<file path="config.mk">
export PLATFORM = sky130hd
export DESIGN_NAME = cubic_downsampler
export DESIGN_NICKNAME = d
export VERILOG_FILES = /design/src/rtl/cds_pkg.sv /design/src/rtl/cubic_downsampler.sv
export SDC_FILE = /design/constraint.sdc
export NUM_CORES = 2
export LEC_CHECK = 0
export BUFFER_PORTS_ARGS = -buffer_cell sky130_fd_sc_hd__buf_2
export CAP_MARGIN = 20
export CORE_UTILIZATION = 30
export CTS_BUF_LIST = sky130_fd_sc_hd__clkbuf_2
export CTS_CLUSTER_DIAMETER = 150
export DETAILED_ROUTE_END_ITERATION = 8
export GPL_TIMING_DRIVEN = 0
export HOLD_SLACK_MARGIN = 0.06
export SLEW_MARGIN = 10
export SYNTH_ARGS = -nofsm -noshare
export SYNTH_HDL_FRONTEND = slang
export SYNTH_SLANG_ARGS = --single-unit
</file>
<file path="constraint.sdc">
create_clock -name clock -period 9.8 [get_ports clock]
set_clock_uncertainty 0.05 [all_clocks]
set_input_delay 0.98 -clock clock [delete_from_list [all_inputs] [get_ports clock]]
set_output_delay 0.98 -clock clock [all_outputs]
set_load 0.05 [all_outputs]
</file>
<file path="src/rtl/cds_pkg.sv">
package cds_pkg;

   localparam int STEP_WIDTH      = 24;
   localparam int CSR_INDEX_WIDTH = 1;

   localparam logic [CSR_INDEX_WIDTH-1:0] REG_STEP_RATIO  = 1'd0;
   localparam logic [CSR_INDEX_WIDTH-1:0] REG_FRAME_COUNT = 1'd1;

   // most results one input beat may cause
   localparam logic [1:0] RUN_LIMIT = 2'd3;

   typedef enum logic [2:0] {
      ST_IDLE,
      ST_CHECK,
      ST_GATHER,
      ST_MUL,
      ST_ACC,
      ST_ADVANCE,
      ST_EMIT
   } state_type;

endpackage

</file>
<file path="src/rtl/cubic_downsampler.sv">
// an input beat holds the block until its n results (n = 0..3) are issued, longer
//   while the result register is stalled, and new input beats stall meanwhile; one
//   shared multiplier runs the three horner passes of each result, each pass a
//   multiply step then an accumulate step
// reset: synchronous, clears control, step ratio to 1.0, frame count to 1,
//   sample history, input index and output position to zero
module cubic_downsampler import cds_pkg::*; #(
   parameter int SAMPLE_WIDTH  = 16,
   parameter int FRACTION_BITS = 16,
   parameter int COUNT_WIDTH   = 24
) (
   input  logic                           clock,
   input  logic                           reset,
   input  logic                           req_valid,
   output logic                           req_stall,
   input  logic signed [SAMPLE_WIDTH-1:0] req_in_sample,
   input  logic                           req_clip_start,
   output logic                           rsp_valid,
   input  logic                           rsp_stall,
   output logic signed [SAMPLE_WIDTH-1:0] rsp_out_sample,
   output logic                           rsp_run_last,
   output logic                           rsp_clip_last,
   input  logic                           csr_write,
   input  logic [CSR_INDEX_WIDTH-1:0]     csr_index,
   input  logic [((COUNT_WIDTH > STEP_WIDTH) ? COUNT_WIDTH : STEP_WIDTH)-1:0] csr_data
);

   localparam int PW    = COUNT_WIDTH + FRACTION_BITS;
   localparam int EFF_W = (FRACTION_BITS >= STEP_WIDTH) ? FRACTION_BITS + 1 : STEP_WIDTH;
   localparam int SUMW  = ((PW > EFF_W) ? PW : EFF_W) + 1;
   localparam int IW    = COUNT_WIDTH + 2;
   localparam int HW    = SAMPLE_WIDTH + 6;
   localparam int PRW   = HW + FRACTION_BITS + 1;

   localparam logic [EFF_W-1:0]      ONE_STEP   = EFF_W'(64'd1 << FRACTION_BITS);
   localparam logic [STEP_WIDTH-1:0] STEP_RESET = STEP_WIDTH'(64'd1 << FRACTION_BITS);
   localparam logic signed [PRW-1:0] RND_HALF   = PRW'(64'd1 << (FRACTION_BITS - 1));
   localparam logic signed [HW-1:0]  SAT_MAX    = HW'((64'd1 << (SAMPLE_WIDTH - 1)) - 64'd1);
   localparam logic signed [HW-1:0]  SAT_MIN    = ~SAT_MAX;

   localparam logic [1:0] TAP_CUR   = 2'd0;
   localparam logic [1:0] TAP_PREV1 = 2'd1;
   localparam logic [1:0] TAP_PREV2 = 2'd2;
   localparam logic [1:0] TAP_OLD   = 2'd3;

   localparam logic [1:0] PASS_B = 2'd0;
   localparam logic [1:0] PASS_C = 2'd1;
   localparam logic [1:0] PASS_D = 2'd2;

   function automatic logic [1:0] tap_code(input logic [2:0] back);
      tap_code = (back >= 3'(TAP_OLD)) ? TAP_OLD : back[1:0];
   endfunction

   function automatic logic signed [HW-1:0] tap_pick(
      input logic [1:0]                     code,
      input logic signed [SAMPLE_WIDTH-1:0] cur,
      input logic signed [SAMPLE_WIDTH-1:0] prev1,
      input logic signed [SAMPLE_WIDTH-1:0] prev2,
      input logic signed [SAMPLE_WIDTH-1:0] old
   );
      logic signed [SAMPLE_WIDTH-1:0] v;
      case (code)
         TAP_CUR:   v = cur;
         TAP_PREV1: v = prev1;
         TAP_PREV2: v = prev2;
         default:   v = old;
      endcase
      tap_pick = {{(HW - SAMPLE_WIDTH){v[SAMPLE_WIDTH-1]}}, v};
   endfunction

   state_type                      state_ff, state_in;
   logic [STEP_WIDTH-1:0]          step_ratio_ff, step_ratio_in;
   logic [COUNT_WIDTH-1:0]         frame_count_ff, frame_count_in;
   logic signed [SAMPLE_WIDTH-1:0] hist0_ff, hist0_in;
   logic signed [SAMPLE_WIDTH-1:0] hist1_ff, hist1_in;
   logic signed [SAMPLE_WIDTH-1:0] hist2_ff, hist2_in;
   logic [COUNT_WIDTH-1:0]         index_ff, index_in;
   logic [PW-1:0]                  pos_ff, pos_in;
   logic                           rsp_valid_ff, rsp_valid_in;

   logic signed [SAMPLE_WIDTH-1:0] cur_ff, cur_in;
   logic [1:0]                     count_ff, count_in;
   logic [1:0]                     pass_ff, pass_in;
   logic signed [HW-1:0]           h_ff, h_in;
   logic signed [HW-1:0]           coef_b_ff, coef_b_in;
   logic signed [HW-1:0]           coef_c_ff, coef_c_in;
   logic signed [HW-1:0]           coef_d_ff, coef_d_in;
   logic signed [PRW-1:0]          prod_ff, prod_in;
   logic signed [SAMPLE_WIDTH-1:0] res_ff, res_in;
   logic signed [SAMPLE_WIDTH-1:0] rsp_sample_ff, rsp_sample_in;
   logic                           rsp_run_last_ff, rsp_run_last_in;
   logic                           rsp_clip_last_ff, rsp_clip_last_in;

   logic                    req_accept;
   logic [EFF_W-1:0]        step_eff;
   logic [SUMW-1:0]         pos_sum;
   logic [SUMW-1:0]         limit_val;
   logic                    fits;
   logic [COUNT_WIDTH-1:0]  p_idx;
   logic                    ahead_ok;
   logic                    is_last;
   logic                    in_range;
   logic                    more;
   logic [COUNT_WIDTH-1:0]  lag;
   logic [2:0]              dsat;
   logic                    j2_inside;
   logic                    j3_inside;
   logic [1:0]              code0, code1, code2, code3;
   logic signed [HW-1:0]    y0, y1, y2, y3;
   logic signed [HW-1:0]    coef_a;
   logic signed [FRACTION_BITS:0] t_s;
   logic signed [PRW-1:0]   rsum;
   logic signed [PRW-1:0]   rsh;
   logic signed [HW-1:0]    coef_sel;
   logic signed [HW-1:0]    h_inc;
   logic signed [HW-1:0]    h_half;

   assign req_accept = req_valid && !req_stall;
   assign req_stall  = (state_ff != ST_IDLE);

   // position bookkeeping
   assign step_eff  = (EFF_W'(step_ratio_ff) < ONE_STEP) ? ONE_STEP : EFF_W'(step_ratio_ff);
   assign pos_sum   = SUMW'(pos_ff) + SUMW'(step_eff);
   assign limit_val = SUMW'({frame_count_ff, {FRACTION_BITS{1'b0}}});
   assign fits      = (pos_sum <= limit_val);
   assign p_idx     = pos_ff[PW-1:FRACTION_BITS];
   assign ahead_ok  = (IW'(p_idx) + IW'(2)) <= IW'(index_ff);
   assign is_last   = (IW'(index_ff) + IW'(1)) == IW'(frame_count_ff);
   assign in_range  = (index_ff < frame_count_ff);
   assign more      = (count_ff != RUN_LIMIT) && fits && (is_last || ahead_ok);

   // neighbour taps by distance back from the current sample, clamped at clip edges
   assign lag       = index_ff - p_idx;
   assign dsat      = (lag > COUNT_WIDTH'(5)) ? 3'd5 : lag[2:0];
   assign j2_inside = (IW'(p_idx) + IW'(1)) < IW'(frame_count_ff);
   assign j3_inside = (IW'(p_idx) + IW'(2)) < IW'(frame_count_ff);
   assign code1     = tap_code(dsat);
   assign code0     = (p_idx == '0) ? code1 : tap_code(dsat + 3'd1);
   assign code2     = (!j2_inside || dsat == 3'd0) ? TAP_CUR : tap_code(dsat - 3'd1);
   assign code3     = (!j3_inside || dsat <= 3'd1) ? TAP_CUR : tap_code(dsat - 3'd2);
   assign y0        = tap_pick(code0, cur_ff, hist2_ff, hist1_ff, hist0_ff);
   assign y1        = tap_pick(code1, cur_ff, hist2_ff, hist1_ff, hist0_ff);
   assign y2        = tap_pick(code2, cur_ff, hist2_ff, hist1_ff, hist0_ff);
   assign y3        = tap_pick(code3, cur_ff, hist2_ff, hist1_ff, hist0_ff);
   assign coef_a    = -y0 + (y1 <<< 1) + y1 - ((y2 <<< 1) + y2) + y3;

   // shared multiply and rounding
   assign t_s   = $signed({1'b0, pos_ff[FRACTION_BITS-1:0]});
   assign rsum  = prod_ff + RND_HALF;
   assign rsh   = rsum >>> FRACTION_BITS;

   always_comb begin
      case (pass_ff)
         PASS_B:  coef_sel = coef_b_ff;
         PASS_C:  coef_sel = coef_c_ff;
         default: coef_sel = coef_d_ff;
      endcase
   end

   assign h_inc  = h_ff + $signed(HW'(1));
   assign h_half = h_inc >>> 1;

   always_comb begin
      state_in         = state_ff;
      step_ratio_in    = step_ratio_ff;
      frame_count_in   = frame_count_ff;
      hist0_in         = hist0_ff;
      hist1_in         = hist1_ff;
      hist2_in         = hist2_ff;
      index_in         = index_ff;
      pos_in           = pos_ff;
      rsp_valid_in     = rsp_valid_ff && rsp_stall;
      cur_in           = cur_ff;
      count_in         = count_ff;
      pass_in          = pass_ff;
      h_in             = h_ff;
      coef_b_in        = coef_b_ff;
      coef_c_in        = coef_c_ff;
      coef_d_in        = coef_d_ff;
      prod_in          = prod_ff;
      res_in           = res_ff;
      rsp_sample_in    = rsp_sample_ff;
      rsp_run_last_in  = rsp_run_last_ff;
      rsp_clip_last_in = rsp_clip_last_ff;

      if (csr_write) begin
         case (csr_index)
            REG_STEP_RATIO:  step_ratio_in  = csr_data[STEP_WIDTH-1:0];
            REG_FRAME_COUNT: frame_count_in = csr_data[COUNT_WIDTH-1:0];
            default: ;
         endcase
      end

      case (state_ff)
         ST_IDLE: begin
            if (req_accept) begin
               cur_in   = req_in_sample;
               count_in = '0;
               if (req_clip_start) begin
                  hist0_in = '0;
                  hist1_in = '0;
                  hist2_in = '0;
                  index_in = '0;
                  pos_in   = '0;
               end
               state_in = ST_CHECK;
            end
         end
         ST_CHECK: begin
            if (!in_range) begin
               state_in = ST_IDLE;
            end else if (more) begin
               state_in = ST_GATHER;
            end else begin
               hist0_in = hist1_ff;
               hist1_in = hist2_ff;
               hist2_in = cur_ff;
               index_in = index_ff + COUNT_WIDTH'(1);
               state_in = ST_IDLE;
            end
         end
         ST_GATHER: begin
            h_in      = coef_a;
            coef_b_in = (y0 <<< 1) - ((y1 <<< 2) + y1) + (y2 <<< 2) - y3;
            coef_c_in = y2 - y0;
            coef_d_in = y1 <<< 1;
            pass_in   = PASS_B;
            state_in  = ST_MUL;
         end
         ST_MUL: begin
            prod_in  = h_ff * t_s;
            state_in = ST_ACC;
         end
         ST_ACC: begin
            h_in = $signed(rsh[HW-1:0]) + coef_sel;
            if (pass_ff == PASS_D) begin
               state_in = ST_ADVANCE;
            end else begin
               pass_in  = pass_ff + 2'd1;
               state_in = ST_MUL;
            end
         end
         ST_ADVANCE: begin
            if (h_half > SAT_MAX) begin
               res_in = SAT_MAX[SAMPLE_WIDTH-1:0];
            end else if (h_half < SAT_MIN) begin
               res_in = SAT_MIN[SAMPLE_WIDTH-1:0];
            end else begin
               res_in = h_half[SAMPLE_WIDTH-1:0];
            end
            pos_in   = pos_sum[PW-1:0];
            count_in = count_ff + 2'd1;
            state_in = ST_EMIT;
         end
         ST_EMIT: begin
            if (!rsp_valid_ff || !rsp_stall) begin
               rsp_valid_in     = 1'b1;
               rsp_sample_in    = res_ff;
               rsp_run_last_in  = !more;
               rsp_clip_last_in = !fits;
               if (more) begin
                  state_in = ST_GATHER;
               end else begin
                  hist0_in = hist1_ff;
                  hist1_in = hist2_ff;
                  hist2_in = cur_ff;
                  index_in = index_ff + COUNT_WIDTH'(1);
                  state_in = ST_IDLE;
               end
            end
         end
         default: begin
            state_in = ST_IDLE;
         end
      endcase
   end

   always_ff @(posedge clock) begin
      if (reset) begin
         state_ff       <= ST_IDLE;
         step_ratio_ff  <= STEP_RESET;
         frame_count_ff <= COUNT_WIDTH'(1);
         hist0_ff       <= '0;
         hist1_ff       <= '0;
         hist2_ff       <= '0;
         index_ff       <= '0;
         pos_ff         <= '0;
         rsp_valid_ff   <= 1'b0;
      end else begin
         state_ff       <= state_in;
         step_ratio_ff  <= step_ratio_in;
         frame_count_ff <= frame_count_in;
         hist0_ff       <= hist0_in;
         hist1_ff       <= hist1_in;
         hist2_ff       <= hist2_in;
         index_ff       <= index_in;
         pos_ff         <= pos_in;
         rsp_valid_ff   <= rsp_valid_in;
      end
   end

   always_ff @(posedge clock) begin
      cur_ff           <= cur_in;
      count_ff         <= count_in;
      pass_ff          <= pass_in;
      h_ff             <= h_in;
      coef_b_ff        <= coef_b_in;
      coef_c_ff        <= coef_c_in;
      coef_d_ff        <= coef_d_in;
      prod_ff          <= prod_in;
      res_ff           <= res_in;
      rsp_sample_ff    <= rsp_sample_in;
      rsp_run_last_ff  <= rsp_run_last_in;
      rsp_clip_last_ff <= rsp_clip_last_in;
   end

   assign rsp_valid      = rsp_valid_ff;
   assign rsp_out_sample = rsp_sample_ff;
   assign rsp_run_last   = rsp_run_last_ff;
   assign rsp_clip_last  = rsp_clip_last_ff;

endmodule

</file>
==> summary.txt <==
Pwr
  – Clk network pwr share: 5.7%
  – P_leak: 20.4 nW
  – Pwr dens: between 300 and 400 nW/um^2
  – Peak supply drop: 0.510 mV
  – Reg power frac: 12.4%
  – Net Sw Power: ~8 mW
  – Internal Power: 9.74 mW
  – Pwr Total: 17.9 mW
  – Comb pwr share: 81.9%
  – Switching portion of total power: 45.5%

Status
  – Status: finished, violations left
  – Failing checks: setup timing

STA
  – RSZ-0062 raised after global routing: yes
  – Final Cycle Share: 103%
  – Final Hold Fails: 0
  – Post-route minimum period: around 10 ns
  – Max-slew headroom: 36.8%
  – Fin Hold WS: approximately 0.24 ns
  – Setup ws final: -0.277 ns
  – Final slew viol count: 0
  – Final setup viols: 2
  – Achievable Freq: 0.0992 GHz
  – Least-Margin Pin Slew: 0.948 ns

Floorplan
  – Row Count: 132
  – IO Pins: 67
  – Die W: 365 um
  – Core footprint: around 130000 sq um
  – Initial Util: 30.4%
  – Chip Height: 365 um
  – Die area: 133000 sq um

GRT
  – Largest net degree at the start of global routing: 33
  – Initial antenna violation count: 5
  – GR Overflow Total: 0
  – Tot GR Track Use: 17.5%
  – First-pass GRT wire length: 183000 um
  – Vias in the first global route: 32653

Placement
  – Final Wtd Congestion: ~0.95
  – Post-DP HPWL: 93200 um
  – Number of port buffers: 66
  – Placed insts: 6247
  – Post-placement setup slack: -1.86 ns

Synth
  – Synthesized area per cell: 8.91 sq um
  – Yosys warns: 0
  – Sequential-to-total area share from yosys stat: 20.0%
  – Mapped Cells: approximately 4400
  – Dominant synthesized flop cell: dfxtp_1
  – Post-Syn Nets: 5298
  – Synth async-reset ratio: 0%
  – Synthesized flop and latch total: 318
  – Synthesized area: 39500 sq um
  – Distinct cell type count after synthesis: 95
  – Post-synth EDFFs: about 150

Drt
  – Detail Route Antenna Nets: 0
  – Vias: between 30000 and 40000
  – Via density: between 4 and 5
  – WL final: roughly 120000 um
  – Per-cell routed wire length: roughly 18 um
  – First-pass DRT Iterations: 7
  – DR iter-0 viols: roughly 2100
  – DRC violations left: 0

Min path
  – Worst min path class: input pin to flop

Clocking
  – H-tree levels: 3
  – Clk slew on worst S/H paths: 0.10 ns
  – CTS Buf Count: 93
  – CTS tree: done
  – Clock Sinks: roughly 320
  – Clock Latency Late Sink: roughly 1.2 ns
  – Root Buffer: clkbuf_2
  – Clock buffer depth: 3

Worst setup path
  – Worst path buffer plus inverter count: 7
  – CP max-delay cell: fa_1
  – Critical Path Sink Type: flop
  – CP Launch Type: flop
  – Crit-path leading delay family: compound AO/OA/AOI/OAI gates
  – Critical Path Fanout Max: 8
  – Worst Path Arrival: 11.07 ns
  – Crit Path Category: flop to flop
  – Worst endpoint required time: 10.80 ns
  – R2r setup slk: -0.28 ns
  – Critical Path Max Stage Delay: 0.55 ns

Flow run
  – Max Cap Violations: 0

Final layout
  – Nets@finish: 5634
  – Fin util: 35.2%
  – Area grow syn2layout: 16.0%
  – Finished Layout Cells: 6594
  – Fillers: approximately 13000
  – Share of layout cells above drive strength 1: ~14%
==> power by group through the flow <==
stage	sequential, mW	clock (mW)	combinational (mW)
floorplan	2.22	0	8.78
global placement	2.25	0	11.0
detailed placement	2.25	0	11.2
CTS	2.22	1.06	13.0
global route	2.23	1.12	16.3
finish	2.22	1.02	14.6
==> synth_stat cells (7+ instances only) <==
cell type | count | share of area, %
a211oi_1 | 15 | 0.29
a21boi_0 | 21 | 0.40
a21o_1 | 71 | 1.3
a21oi_1 | 191 | 2.4
a221o_1 | 13 | 0.33
a22o_1 | 62 | 1.4
a22oi_1 | 36 | 0.68
a31oi_1 | 13 | 0.21
and2_1 | 178 | 2.8
and3_1 | 47 | 0.74
buf_1 | 11 | 0.10
buf_2 | 11 | 0.14
clkbuf_1 | 170 | 1.6
dfxtp_1 | 164 | 8.3
edfxtp_1 | 154 | 12
fa_1 | 453 | 23
ha_1 | 362 | 11
inv_1 | 705 | 6.7
mux2_2 | 26 | 0.74
mux2i_1 | 61 | 1.5
nand2_1 | 500 | 4.8
nand2b_1 | 23 | 0.36
nand3_1 | 70 | 0.89
nand4_1 | 39 | 0.62
nor2_1 | 218 | 2.1
nor2b_1 | 51 | 0.81
nor3_1 | 55 | 0.70
nor4_1 | 22 | 0.35
o211ai_1 | 12 | 0.23
o21a_1 | 60 | 1.1
o21ai_0 | 138 | 1.7
o21ai_1 | 9 | 0.11
o21bai_1 | 23 | 0.44
o22ai_1 | 30 | 0.48
o31ai_1 | 18 | 0.34
o32a_1 | 7 | 0.18
or3_1 | 19 | 0.30
xnor2_1 | 191 | 4.2
xor2_1 | 60 | 1.3
==> layer usage <==
layer  global-route usage [%]  vias up  wire length, um
met5                        0        -                0
met4                     5.71        0             3540
met3                     2.50      179             6850
met2                     28.0      966            52400
met1                     24.3    15842            53100
li1                         -    15404                -
==> repair_timing <==
| action | 4_1_cts | 5_1_grt |
|---|---|---|
| hold buffers | 44 | 0 |
| cloned | 0 | 1 |
| endpoints found under the setup margin | 68 | 90 |
| gates resized for setup | 209 | 164 |
| hold endpoints to repair | 65 | 0 |
| pin swaps | 68 | 91 |
| buffers inserted | 88 | 51 |
==> worst register-to-register path, delay by kind of cell, from the launching register on <==
kind	cells	cell delay (ns)
and+or+nand+nor	16	3.12
DFF	1	0.35
adders and majority gates	6	2.31
buffers and inverters	7	0.59
AOI/OAI and AO/OA	20	3.46
==> logic make-up after synthesis <==
family | share of synthesized area (%)
compound gates | 13.6
xor+xnor | 5.61
fa+ha+maj | 34.5
buf+inv | 8.61
flops | 20.0
mux | 2.34
simple gates | 15.4
==> cells in the final DEF (no fill, tap or decap), types with 52 or more instances in the layout <==
master,count
a21oi_1,164
xnor2_1,187
fa_1,449
buf_4,129
inv_1,679
clkbuf_1,139
edfxtp_1,154
buf_2,71
nand2_1,498
nor2_1,205
a21o_1,71
nor3_1,52
nand3_1,70
dfxtp_1,138
clkbuf_2,141
o21ai_0,117
o21a_1,60
xor2_1,57
and2_1,171
ha_1,332
a22o_1,62
==> layout make-up <==
type | instances | area (sq um) | share of cell area (%)
Tap cell | 1742 | 2180 | 4.76
Timing Repair Buffer | 252 | 1930 | 4.21
Clock buffer | 135 | 676 | 1.47
Clock inverter | 34 | 171 | 0.374
Inverter | 711 | 2730 | 5.95
Antenna cell | 6 | 15.0 | 0.0328
Buffer | 181 | 898 | 1.96
Sequential cell | 318 | 7960 | 17.4
Multi-Input combinational cell | 3215 | 29300 | 63.9
==> metrics by stage <==
stage	setup TNS [ns]	cell area, sq um
floorplan	-0.0128	39700
global placement	-25.98	42200
detailed placement	-28.79	42200
CTS	-0.206	44900
global route	-2.21	45800
finish	-0.494	45800
==> flip-flops by register name (all words and copies together), names as in the netlist, 17 cells and up <==
| signal | count |
|---|---|
| coef_b_ff | 22 |
| frame_count_ff | 24 |
| coef_c_ff | 17 |
| prod_ff | 23 |
| step_ratio_ff | 24 |
| pos_ff | 40 |
| h_ff | 22 |
| index_ff | 24 |
==> path summary, 6_finish.rpt <==
path / from / endpoint / cells past startpoint
setup / recovery: pos_ff[33] / h_ff[21] / 49
hold / removal: reset / pos_ff[29] / 4
setup reg to reg: pos_ff[33] / h_ff[21] / 49
hold reg to reg: res_ff[15] / rsp_out_sample[15] / 0
Power figures use the tool's default switching activity.
